## src/rtl/core/htm_pkg.sv

```systemverilog
// htm_pkg: shared types, constants and the exp2 coefficient function of the
// tone-mapping block. No dependencies.
`timescale 1ns / 1ps
`default_nettype none
package htm_pkg;

    // Pipeline depth of the arithmetic per channel
    localparam int DIV_STEPS  = 16;
    localparam int SQ_STEPS   = 16;
    localparam int EXP_STEPS  = 16;
    localparam int CH_LATENCY = 6 + DIV_STEPS + SQ_STEPS + EXP_STEPS;

    // Classified-item queue
    localparam int Q_DEPTH = 4;
    localparam int Q_PTR_W = $clog2(Q_DEPTH);
    localparam int Q_CNT_W = $clog2(Q_DEPTH + 1);

    localparam int CFG_DATA_W = 24;

    typedef enum logic [0:0] {
        REG_SCALE = 1'b0,
        REG_GAMMA = 1'b1
    } cfg_reg_e;

    typedef struct packed {
        logic signed [31:0] red_in;
        logic signed [31:0] green_in;
        logic signed [31:0] blue_in;
    } pix_in_t;

    typedef struct packed {
        logic [7:0] red_out;
        logic [7:0] green_out;
        logic [7:0] blue_out;
        logic       range_error;
    } pix_out_t;

    // Classified item: magnitudes, cleared when any channel was negative
    typedef struct packed {
        logic        neg;
        logic [30:0] red;
        logic [30:0] green;
        logic [30:0] blue;
    } item_t;

    typedef struct packed {
        logic full;
        logic empty;
    } q_status_t;

    // Integer square root, bit by bit (elaboration only)
    function automatic logic [63:0] isqrt64(input logic [63:0] v);
        logic [63:0] op;
        logic [63:0] res;
        logic [63:0] one;
        int          i;
        op  = v;
        res = '0;
        one = 64'h4000_0000_0000_0000;
        for (i = 0; i < 32; i++) begin
            if (one > op)
                one = one >> 2;
        end
        for (i = 0; i < 32; i++) begin
            if (one != 64'd0) begin
                if (op >= res + one) begin
                    op  = op - (res + one);
                    res = (res >> 1) + one;
                end else begin
                    res = res >> 1;
                end
                one = one >> 2;
            end
        end
        return res;
    endfunction

    // Coefficient for fraction bit of weight 2^-(k+1): about 2^(-2^-(k+1)) in Q0.30
    function automatic logic [29:0] exp_coef(input int k);
        logic [63:0] t;
        int          j;
        t = isqrt64(64'd1 << 59);
        for (j = 1; j <= k; j++)
            t = isqrt64(t << 30);
        return t[29:0];
    endfunction

endpackage
`default_nettype wire

```

## src/rtl/core/htm_queue.sv

```systemverilog
// htm_queue: short FIFO of classified items between front and back.
// Depends on htm_pkg.
`timescale 1ns / 1ps
`default_nettype none
module htm_queue (
    input  wire logic            clk,
    input  wire logic            rst_n,
    input  wire logic            push,
    input  wire htm_pkg::item_t  push_item,
    input  wire logic            pop,
    output htm_pkg::item_t       head,
    output htm_pkg::q_status_t   st
);

    htm_pkg::item_t                  mem_reg [htm_pkg::Q_DEPTH];
    logic [htm_pkg::Q_PTR_W-1:0]     wr_ptr_reg;
    logic [htm_pkg::Q_PTR_W-1:0]     wr_ptr_next;
    logic [htm_pkg::Q_PTR_W-1:0]     rd_ptr_reg;
    logic [htm_pkg::Q_PTR_W-1:0]     rd_ptr_next;
    logic [htm_pkg::Q_CNT_W-1:0]     cnt_reg;
    logic [htm_pkg::Q_CNT_W-1:0]     cnt_next;

    assign st.full  = (cnt_reg == htm_pkg::Q_CNT_W'(htm_pkg::Q_DEPTH));
    assign st.empty = (cnt_reg == '0);
    assign head     = mem_reg[rd_ptr_reg];

    // Advance pointers and count
    always_comb
    begin
        wr_ptr_next = push ? wr_ptr_reg + 1'b1 : wr_ptr_reg;
        rd_ptr_next = pop  ? rd_ptr_reg + 1'b1 : rd_ptr_reg;
        cnt_next    = cnt_reg;
        if (push && !pop)
            cnt_next = cnt_reg + 1'b1;
        else if (pop && !push)
            cnt_next = cnt_reg - 1'b1;
    end

    always_ff @(posedge clk or negedge rst_n)
    begin
        if (!rst_n)
        begin
            wr_ptr_reg <= '0;
            rd_ptr_reg <= '0;
            cnt_reg    <= '0;
        end
        else
        begin
            wr_ptr_reg <= wr_ptr_next;
            rd_ptr_reg <= rd_ptr_next;
            cnt_reg    <= cnt_next;
        end
    end

    always_ff @(posedge clk)
    begin
        if (push)
            mem_reg[wr_ptr_reg] <= push_item;
    end

endmodule
`default_nettype wire

```

## config.mk

```make
export PLATFORM = sky130hd
export DESIGN_NAME = htm_queue
export DESIGN_NICKNAME = d
export VERILOG_FILES = /design/src/rtl/core/htm_pkg.sv /design/src/rtl/core/htm_queue.sv
export SDC_FILE = /design/constraint.sdc
export NUM_CORES = 1
export LEC_CHECK = 0
export BUFFER_PORTS_ARGS = -buffer_cell sky130_fd_sc_hd__buf_2
export CORE_MARGIN = 2
export CORE_UTILIZATION = 45
export CTS_BUF_LIST = sky130_fd_sc_hd__clkbuf_16
export CTS_CLUSTER_DIAMETER = 60
export DETAILED_ROUTE_END_ITERATION = 12
export PLACE_DENSITY_LB_ADDON = 0.12
export SYNTH_ARGS = -nofsm -noshare
export SYNTH_HDL_FRONTEND = slang
export SYNTH_SLANG_ARGS = --single-unit
```

## constraint.sdc

```tcl
create_clock -name clk -period 3.6 [get_ports clk]
set_input_delay 0.36 -clock clk [delete_from_list [all_inputs] [get_ports clk]]
set_output_delay 0.36 -clock clk [all_outputs]
set_load 0.005 [all_outputs]
```

# Word-level counts from Yosys, hierarchy flattened
# Memories as Yosys holds them, arrays and structs flattened.
# Cells that the tools add are included.
[totals]
output_inout_bits = 96
mem_bits_rw = 376
register_bits = 7
wordCells = 19
memories = 1
[op_classes]
n_reduce_logical = 6
n_addsub = 4
n_eq_ne = 1
mux = 4
[memory_table]
columns = ["name", "words", "word_bits", "read_ports", "rd_ports_with_merged_regs", "wr", "line_no", "text"]
rows = [
  ["mem_reg", 4, 94, 1, 0, 1, "htm_queue.sv:15", "htm_pkg::item_t mem_reg [htm_pkg::Q_DEPTH];"],
]
[op_table]
columns = ["operator", "n"]
rows = [
  ["$mux 3", 2],
  ["$add 2x1->2 const B", 2],
  ["$add 3x1->3 const B", 1],
  ["$eq 3x3->1 const B", 1],
  ["$logic_not 3->1", 1],
  ["$sub 3x1->3 const B", 1],
  ["$logic_and 1x1->1", 2],
  ["$logic_not 1->1", 2],
  ["$mux 1", 2],
  ["$reduce_bool 2->1", 1],
]

# Depth between registers and ports, before layout
[depth]
depth_word = 4
mapped_depth = 7

# Worst setup path before layout
# OpenSTA, ideal clock, no wires.
[synth_timing]
kind = "register to register"
from = "register wr_ptr_reg[0] in the netlist's numbering"
to = "memory mem_reg[2][0] in the netlist's numbering, enable pin"
path_buffers = 0
setup_ns = 0.463
stages_incl_launch_ff = 4
required_time_ns = 3.137
path_slack_ns = 0.345
t_arrival_ns = 2.792
cell_sequence = "dfrtp_1 inv_1 ha_1 and2_1"
[synth_rtl]
columns = ["item", "line_no", "text"]
rows = [
  ["from (decl)", "htm_queue.sv:16", "logic [htm_pkg::Q_PTR_W-1:0] wr_ptr_reg;"],
  ["from (signal assigned)", "htm_queue.sv:49", "wr_ptr_reg <= wr_ptr_next;"],
  ["to (decl)", "htm_queue.sv:15", ""],
]
# No word-level cell before the write port.

==> flow_summary.yaml <==
logic_synthesis:
  syn_inst: 526
  seq_area_frac_synth: 0.819
  syn_nets: 630
  synth_cell_type_count: 21
  ys_warn_count: 0
  synth_seq_cells: 383
  avgSynthCellArea_um2: 26.6
  synthesis.area_mm2: 0.0140
global_route:
  antenna_found_initial: 3
  grt_pass1_wl_um: 39300
  grt_pass1_vias: 6809
  grt_overflow: 0
  grt_use_total: 0.159
  grt_max_degree: 97
min_path:
  whs_endpoint: "mem_reg[2][5]"
  holdPathStages: 1
  holdCritStartpoint: "push_item[5]"
  hp-class: "in -> reg"
sta:
  maxSlewHeadroom: 0.461
  clock_skew_ns: 0.00821
  slew_viol_final: 0
  tightest_slew_ns: 0.809
  min_period_over_period: 0.760
  rsz0062_at_grt: "false"
  fin_crit_ns: 2.74
  finalSetupTns_ns: 0
  hold_viol_final: 0
  max_freq_mhz: 366
  whs_ns: 0.0649
  setup_viol: 0
critical_path:
  reg2reg_slack_ns: 1.53
  slowest_delay_ns: 0.64
  path_class: "reg -> out"
  crit_arrival_ns: 2.38
  critPathBufInv: 2
  crit_fanout: 96
  crit_path_end_kind: "output pin"
  crit_slowest_cell: "mux4_2"
  path_cells: "buf_12 -> mux4_2 -> buf_2"
  regToRegStartpoint: "wr_ptr_reg[1]"
  critPathRequiredTime_ns: 3.24
  worstReg2RegEnd: "mem_reg[1][73]"
  cp-start-kind: "register"
  r2r_cells: 4
  cp_top_family: "buffers and inverters"
route:
  drt_wl_total_um: 25300
  detail-route-antenna-nets: 0
  routed_via_density: 5.31
  num_vias: 6225
  wire_per_inst_um: 21.6
  route.detailed.drc: 0
  drtIter0Drc: 336
  first_pass_iters: 4
clock_network:
  cts_tree: "done"
  clkLatencyLatePin_ns: 0.51
  clk_path_buf_depth: 3
  ctsResizeCount: 0
  cts.hold.buffers_added: 1
  htreeDepth: 2
  cts.clk_slew.worst_paths_ns: 0.06
  cts.sinks: 383
  cts_root_buf: "clkbuf_16"
  post_cts_buffers: 0
  cts_buffers: 40
finish:
  finalNetCount: 854
  finalCoreUtilization: 0.542
  final_cell_mix: "edfxtp_1, buf_2, mux4_2, clkbuf_16, inv_1"
  drive_gt1_frac: 0.452
  final_common_cell: "edfxtp_1"
  syn2layout_area_growth_pct: 18.5
  largest_reg_flops: 376
placed_design:
  io_buffers: 193
  dp_hpwl_um: 14700
  place_congestion: 0.690
die:
  fp.dieH_um: 180
  die_area_mm2: 0.0325
  die_x_um: 180
  rows: 64
  initial_core_util: 0.457
  ios: 194
  core-area_mm2: 0.0306
status:
  status: "complete, no violations"
power:
  ir_drop_mv: 0.656
  total_power_mw: 13.1
  p_per_area_mw_per_mm2: 791
  p_leak_nw: 5.70
job:
  drv_cap: 0
power by group:
part	switching [mW]	total [mW]	internal [mW]	leakage, nW
Sequential	0.226	6.06	5.84	3.53
Clock	1.49	3.53	2.04	0.610
Combinational	1.78	3.52	1.73	1.55
Total	3.50	13.1	9.61	5.70
how the worst max path moves through the flow:
stage	start	endpoint	slack, ns	cells after the start
floorplan	wr_ptr_reg[0]	mem_reg[2][0]	0.34	3
global placement	rd_ptr_reg[0]	head[14]	1.33	3
detailed placement	rd_ptr_reg[0]	head[14]	1.32	3
CTS	rd_ptr_reg[0]	head[14]	0.76	3
global route	rd_ptr_reg[0]	head[14]	0.68	3
finish	rd_ptr_reg[0]	head[52]	0.86	3
cell type report:
class,count,area [µm²]
antenna,1,2.50
clock buffer,41,1030
sequential,383,11500
fill,2370,14000
multi-input combinational,117,2330
clock inverter,27,111
inverter,4,15.0
timing repair buffer,204,1130
tap,396,495
cells by family (layout without fill, tap and decap cells):
| family | after synthesis | after routing | synth area share |
|---|---|---|---|
| xor gates and xnor gates | 6 | 6 | 0.00376 |
| and+or+nand+nor | 9 | 9 | 0.00349 |
| AOI/OAI and AO/OA | 1 | 1 | 0.000357 |
| DFF | 383 | 383 | 0.819 |
| buffers and inverters | 26 | 276 | 0.0150 |
| muxes | 95 | 95 | 0.152 |
| adders and majority gates | 6 | 6 | 0.00590 |
| other | 0 | 1 | 0 |
per-layer routing:
metal  share of wire  track usage  vias to the layer above
met5         0.00095            0                        -
met4           0.017       0.0410                        4
met3           0.069       0.0439                       36
met2            0.51        0.269                      176
met1            0.40        0.205                     3293
li1                -            -                     2716
synthesized netlist by cell type, drive strengths merged:
library cell	count	area, µm²
xor2	4	35.0
o21ai	1	5.00
ha	5	62.6
buf	19	184
nor3b	1	7.51
nand2	2	7.51
edfxtp	376	11300
and2	4	25.0
mux2	1	11.3
inv	4	15.0
mux4	94	2120
nor2	1	3.75
fa	1	20.0
nor3	1	5.00
dfrtp	7	175
xnor2	2	17.5
clkbuf	3	11.3
per-stage QoR:
| step | instances | setup slack, ns | instance area (µm²) |
|---|---|---|---|
| after global placement | 1103 | 1.33 | 15400 |
| after CTS | 1172 | 0.761 | 16600 |
| after global routing | 1173 | 0.682 | 16600 |
| after detailed placement | 1103 | 1.32 | 15400 |
| after floorplan | 526 | 0.345 | 14000 |
| final | 1173 | 0.865 | 16600 |
No activity file was read; power rests on OpenSTA's default activity.
