===== config.mk =====
export PLATFORM = sky130hd
export DESIGN_NAME = htm_front
export DESIGN_NICKNAME = d
export VERILOG_FILES = /design/src/rtl/core/htm_pkg.sv /design/src/rtl/core/htm_front.sv
export SDC_FILE = /design/constraint.sdc
export NUM_CORES = 1
export LEC_CHECK = 0
export ABC_CLOCK_PERIOD_IN_PS = 8600
export BUFFER_PORTS_ARGS = -buffer_cell sky130_fd_sc_hd__buf_2
export CAP_MARGIN = 20
export CORE_MARGIN = 1.5
export CORE_UTILIZATION = 46
export DETAILED_ROUTE_END_ITERATION = 10
export PLACE_DENSITY = 0.76
export RECOVER_POWER = 25
export SLEW_MARGIN = 10
export SYNTH_ARGS = -nofsm -noshare
export SYNTH_HDL_FRONTEND = slang
export SYNTH_SLANG_ARGS = --single-unit

===== constraint.sdc =====
create_clock -name clk -period 8.6 [get_ports clk]
set_input_delay 1.29 -clock clk [delete_from_list [all_inputs] [get_ports clk]]
set_output_delay 1.29 -clock clk [all_outputs]
set_load 0.02 [all_outputs]

===== src/rtl/core/htm_pkg.sv =====
// htm_pkg: shared types, constants and the exp2 coefficient function of the
// tone-mapping block. No dependencies.
`timescale 1ns / 1ps
`default_nettype none
package htm_pkg;

    // Pipeline depth of the arithmetic per channel
    localparam int DIV_STEPS  = 16;
    localparam int SQ_STEPS   = 16;
    localparam int EXP_STEPS  = 16;
    localparam int CH_LATENCY = 6 + DIV_STEPS + SQ_STEPS + EXP_STEPS;

    // Classified-item queue
    localparam int Q_DEPTH = 4;
    localparam int Q_PTR_W = $clog2(Q_DEPTH);
    localparam int Q_CNT_W = $clog2(Q_DEPTH + 1);

    localparam int CFG_DATA_W = 24;

    typedef enum logic [0:0] {
        REG_SCALE = 1'b0,
        REG_GAMMA = 1'b1
    } cfg_reg_e;

    typedef struct packed {
        logic signed [31:0] red_in;
        logic signed [31:0] green_in;
        logic signed [31:0] blue_in;
    } pix_in_t;

    typedef struct packed {
        logic [7:0] red_out;
        logic [7:0] green_out;
        logic [7:0] blue_out;
        logic       range_error;
    } pix_out_t;

    // Classified item: magnitudes, cleared when any channel was negative
    typedef struct packed {
        logic        neg;
        logic [30:0] red;
        logic [30:0] green;
        logic [30:0] blue;
    } item_t;

    typedef struct packed {
        logic full;
        logic empty;
    } q_status_t;

    // Integer square root, bit by bit (elaboration only)
    function automatic logic [63:0] isqrt64(input logic [63:0] v);
        logic [63:0] op;
        logic [63:0] res;
        logic [63:0] one;
        int          i;
        op  = v;
        res = '0;
        one = 64'h4000_0000_0000_0000;
        for (i = 0; i < 32; i++) begin
            if (one > op)
                one = one >> 2;
        end
        for (i = 0; i < 32; i++) begin
            if (one != 64'd0) begin
                if (op >= res + one) begin
                    op  = op - (res + one);
                    res = (res >> 1) + one;
                end else begin
                    res = res >> 1;
                end
                one = one >> 2;
            end
        end
        return res;
    endfunction

    // Coefficient for fraction bit of weight 2^-(k+1): about 2^(-2^-(k+1)) in Q0.30
    function automatic logic [29:0] exp_coef(input int k);
        logic [63:0] t;
        int          j;
        t = isqrt64(64'd1 << 59);
        for (j = 1; j <= k; j++)
            t = isqrt64(t << 30);
        return t[29:0];
    endfunction

endpackage
`default_nettype wire


===== src/rtl/core/htm_front.sv =====
// htm_front: input register that takes pixels and classifies them (sign check)
// before they enter the queue. Depends on htm_pkg.
`timescale 1ns / 1ps
`default_nettype none
module htm_front (
    input  wire logic               clk,
    input  wire logic               rst_n,
    input  wire logic               in_valid,
    output logic                    in_stall,
    input  wire htm_pkg::pix_in_t   in_data,
    input  wire htm_pkg::q_status_t q_st,
    output logic                    q_push,
    output htm_pkg::item_t          q_item
);

    logic           fr_valid_reg;
    logic           fr_valid_next;
    htm_pkg::item_t fr_item_reg;
    htm_pkg::item_t fr_item_next;
    logic           accept;
    logic           neg;

    // Hold the item while the queue is full
    assign in_stall = fr_valid_reg && q_st.full;
    assign accept   = in_valid && !in_stall;
    assign q_push   = fr_valid_reg && !q_st.full;
    assign q_item   = fr_item_reg;

    // Classify: a negative channel clears all magnitudes
    always_comb
    begin
        neg = in_data.red_in[31] | in_data.green_in[31] | in_data.blue_in[31];
        fr_item_next.neg   = neg;
        fr_item_next.red   = neg ? '0 : in_data.red_in[30:0];
        fr_item_next.green = neg ? '0 : in_data.green_in[30:0];
        fr_item_next.blue  = neg ? '0 : in_data.blue_in[30:0];
    end

    always_comb
    begin
        if (accept)
            fr_valid_next = 1'b1;
        else if (q_push)
            fr_valid_next = 1'b0;
        else
            fr_valid_next = fr_valid_reg;
    end

    always_ff @(posedge clk or negedge rst_n)
    begin
        if (!rst_n)
            fr_valid_reg <= 1'b0;
        else
            fr_valid_reg <= fr_valid_next;
    end

    always_ff @(posedge clk)
    begin
        if (accept)
            fr_item_reg <= fr_item_next;
    end

endmodule
`default_nettype wire


# == After elaboration in Yosys (flattened, before gate mapping) ==
# Cells that the tools add are included.
# classes
reduce_logical,6
mux,2
bitwise_logic,2
# op_table
cell,count
$logic_and 1x1->1,3
$logic_not 1->1,2
$mux 1,2
$or 1x1->1,2
$reduce_bool 2->1,1
# word_totals
output_inout_bits,96
ff_bits,95
word_cells,15
input_bits,101

# == Logic depth before layout (Yosys ltp) ==
# depth
word_depth,4
mapped_depth,3
mapped_depth_nobuf,1

# == Least setup slack after synthesis ==
# No wires, ideal clock.
# synth_path
kind,input to register
start,input in_valid
end,"register fr_item_reg, in the netlist q_item[0], enable pin"
path_buffers,0
required_time_ns,7.909
setup_ns,0.691
setup_slack_ns,-0.200
cell_stages,1
arrival_ns,8.108
path_cell_list,a21boi_0
# synth_via
elab_chain_len,1
# synth_lines
item,line_no,source
"start, declared",htm_front.sv:8,"input wire logic in_valid,"
$logic_and 1x1->1,htm_front.sv:25,assign accept = in_valid && !in_stall;
"end signal, assigned",htm_front.sv:60,fr_item_reg <= fr_item_next;
"end, declared",htm_front.sv:18,htm_pkg::item_t fr_item_reg;
# No other way between the ends.
# A chain may end at the register's enable or synchronous reset.

# == Worst setup path in the final report ==
# layout_path
start,input q_st[1] (netlist name)
end,"register fr_item_reg, in the netlist q_item[16], enable pin"
# layout_via
elab_chain_len,3
# layout_lines
item,line_no,source
"start, declared",htm_front.sv:11,"input wire htm_pkg::q_status_t q_st,"
$logic_and 1x1->1,htm_front.sv:24,assign in_stall = fr_valid_reg && q_st.full;
$logic_not 1->1,htm_front.sv:25,
$logic_and 1x1->1,htm_front.sv:25,
named net accept,htm_front.sv:20,logic accept;
# The timed path passes the listed nets, and every way through them passes these cells.

==> results.md <==
Clock tree:
- The CTS tree is built.
- The later pin in the worst-skew pair is clocked with a latency of 0.34 ns.
- The cts-stage hold buffer count is 0.
- The clock tree synthesis step divided the H-tree into 3 levels.
- The buffer levels on the longest clock path is 2.
- The library cell used as clock root buffer is sky130_fd_sc_hd__clkbuf_8.
- Clock tree synthesis found a total of 95 sinks.
- The clock-pin slew on the worst setup and hold paths is 0.09 ns.
- In this run, post-CTS repair resized a total of 0 instances.
- Once the clock tree was built, the setup fixing pass inserted 0 buffers.
- Counting the buffers created by CTS gives 9.

STA:
- The final-report max-slew violation count is 80.
- The clock period could shrink to 5.10 ns.
- Measured against its own limit, the worst slew margin works out to -136%.
- Setup repair after global routing left no endpoint under its margin.
- Hold is met by 0.542 ns.
- At the pin with the least slew margin, the transition time is 3.51 ns.
- The count of endpoints failing setup in the final report is 0.
- The worst path uses 59.3% of the clock period.
- Clock skew on the completed layout was measured at 0.0104 ns.
- The maximum operating frequency is 196 MHz.
- The count of final hold-check violations is 0.
- The summed negative setup slack over all endpoints is 0 ns.

Drt:
- The antenna violation net count after detailed routing is 0.
- After detailed routing, the total wire length is 8990 um.
- The routed length per instance is 17.3 um.
- The count of TritonRoute iterations in the first routing pass is 4.
- The total via count in the routed design is 2,740.
- Dividing the detail-routed via count by the number of cells gives 5.28.
- For this block, the initial DRC count from the detailed router was 109.
- In the routed design, unresolved DRC markers number 0.

Flow run:
- The max-cap violation count is 2.

Die:
- For this configuration, the core starts out at a cell density of 47.1%.
- In this run the standard cell core region covers 9150 sq um.
- The horizontal extent of the die is 99.8 um.
- The floorplan has 35 rows.
- The die covers 9960 sq um.
- The floorplan step set the die height to 99.8 um.
- The number of top-level pins is 197.

GRT:
- The number of antenna violations at the first check in global routing is 0.
- The aggregate global-route resource usage is 17.7%.
- The remaining global-route overflow is 0.
- The first global-routing pass estimated 13,700 um of wire.
- The pin count of the biggest net entering global routing is 70.
- The via count of the first global-routing pass was 2,733.

Critical path:
- The critical path goes through clkbuf_1, a21boi_0, buf_4.
- The number of buffer and inverter stages on the critical path is 2.
- The startpoint type of the worst setup path is an input pin.
- Along the worst path, the maximum fanout reaches 69.
- STA classifies the critical path endpoint as a flop.
- The critical path in this run is classified as input pin to flop.
- For the worst setup path, the data arrival time is 5.08 ns.
- The largest incremental delay on the critical path is 2.60 ns.
- The worst-path cell with the longest stage delay is sky130_fd_sc_hd__a21boi_0.
- STA puts the critical path data required time at 8.58 ns.
- Broken down by cell family, the worst path's largest delay share belongs to compound AO/OA/AOI/OAI gates.

Placement:
- The wire-length estimate of the detail-placed layout is 5720 um.
- At the end of routability-driven placement, the weighted congestion stood at 0.712.
- The count of buffers from port buffering is 195.

Synthesis:
- Counting flops with a built-in enable in the synthesized netlist gives 94.
- By area the synthesized netlist is led by sky130_fd_sc_hd__edfxtp_1, sky130_fd_sc_hd__nor4b_2, sky130_fd_sc_hd__nor4b_1.
- The Yosys step of the flow raised 0 warnings.
- The average cell area after synthesis is 19.3 sq um.
- The flip-flop and latch count after synthesis is 95.
- The number of different library cells in the post-synthesis netlist is 14.
- The mapped cell area is 4310 sq um.
- Sequential elements use 66.1% of the synthesized area.
- The area share of the leading cell type in the synthesized netlist is 65.5%.
- The total nets after synthesis is 324.
- Counting flops with an async set or reset pin after synthesis yields a share of 1.05%.
- Of all cell types, the one taking the most synthesized area is sky130_fd_sc_hd__edfxtp_1.
- Ranked by instance count, the synthesized netlist is headed by sky130_fd_sc_hd__edfxtp_1, sky130_fd_sc_hd__nor4b_2, sky130_fd_sc_hd__nor4b_1.
- The most common cell in the synthesized netlist is sky130_fd_sc_hd__edfxtp_1.
- The most frequently used flop master after synthesis is sky130_fd_sc_hd__edfxtp_1.
- In the synthesized netlist, the number of instances is 223.

Cells and area:
- 0 antenna diodes ended up in the layout.
- The fraction of final layout cells sized beyond drive strength 1 is 56.9%.
- For this run, the post-layout net count is 504.
- From synthesis to final layout, the design area changed by 24.7%.
- The number of fill cells in the layout is 740.
- The number of flip-flops under the largest register name is 94.

Power and ir drop:
- The worst supply voltage drop on vdd is 0.0904 mV.
- The leakage component of the power is 1.93 nW.
- The overall power consumption is 0.000976 W.
- Dividing total power by cell area gives a power density of 182 nW/um^2.

Outcome:
- The run finished, with violations left.
- The final reports fail on capacitance limit, slew limit.

Min path:
- The worst hold path belongs to the class flop to flop.
stage by stage:
stage / utilization (%) / area, sq um / worst slack [ns] / instances
floorplan: - / 4310 / 2.28 / 223
global placement: 57.2 / 5240 / 5.27 / 503
detailed placement: 57.2 / 5240 / 5.23 / 503
CTS: 59.5 / 5440 / 5.58 / 519
global route: 58.7 / 5370 / 3.04 / 519
finish: 58.7 / 5370 / 3.50 / 519
area by class of cell:
| cell class | instances | area [sq um] | share of cell area, % |
|---|---|---|---|
| clock buffer | 13 | 139 | 2.58 |
| timing repair buffer | 199 | 963 | 17.9 |
| tap | 111 | 139 | 2.58 |
| sequential | 95 | 2850 | 53.0 |
| clock inverter | 3 | 67.6 | 1.26 |
| multi-input combinational | 98 | 1220 | 22.7 |
kinds of logic after synthesis:
group | count (synthesis) | share of synthesized area (%)
AO/OA/AOI/OAI | 2 | 0.349
AND/OR/NAND/NOR | 96 | 28.0
flip-flops | 95 | 66.1
buffers and inverters | 30 | 5.52
placed cells by master (no fill, tap or decap):
cell / synthesis / layout
sky130_fd_sc_hd__nor4b_2: 60 / 59
sky130_fd_sc_hd__clkinvlp_4: 0 / 1
sky130_fd_sc_hd__or3_1: 1 / 1
sky130_fd_sc_hd__edfxtp_1: 94 / 94
sky130_fd_sc_hd__nor2b_1: 1 / 1
sky130_fd_sc_hd__dfrtp_1: 1 / 1
sky130_fd_sc_hd__nor4b_1: 33 / 34
sky130_fd_sc_hd__a21boi_0: 1 / 1
sky130_fd_sc_hd__clkbuf_1: 7 / 42
sky130_fd_sc_hd__clkbuf_8: 0 / 9
sky130_fd_sc_hd__a21o_1: 1 / 1
sky130_fd_sc_hd__bufinv_16: 0 / 2
sky130_fd_sc_hd__buf_4: 7 / 6
sky130_fd_sc_hd__and2_1: 1 / 1
sky130_fd_sc_hd__buf_2: 1 / 155
report_power, final:
group          internal (W)  total [W]  switching [W]
logic             0.0000446   0.000128      0.0000832
clock network      0.000165   0.000308       0.000143
registers          0.000534   0.000540     0.00000564
final timing paths:
kind | start | endpoint | slack, ns | cells after the start
min in group asynchronous | rst_n | fr_valid_reg$_DFFE_PN0P_ | 0.70 | 1
setup / recovery | q_st[1] | q_item[16]$_SDFFCE_PP0P_ | 3.50 | 3
max in group asynchronous | rst_n | fr_valid_reg$_DFFE_PN0P_ | 7.81 | 1
hold / removal | fr_valid_reg$_DFFE_PN0P_ | fr_valid_reg$_DFFE_PN0P_ | 0.54 | 1
setup reg to reg | fr_valid_reg$_DFFE_PN0P_ | q_item[16]$_SDFFCE_PP0P_ | 4.18 | 2
hold reg to reg | fr_valid_reg$_DFFE_PN0P_ | fr_valid_reg$_DFFE_PN0P_ | 0.54 | 1
routing by layer:
metal	part of all wire, %	routed length (um)	GRT usage [%]
met1	40	3570	21.7
met2	49	4430	28.0
met3	9.6	867	7.31
met4	1.4	125	6.72
met5	0	0	0
(Power assumes the default switching activity.)
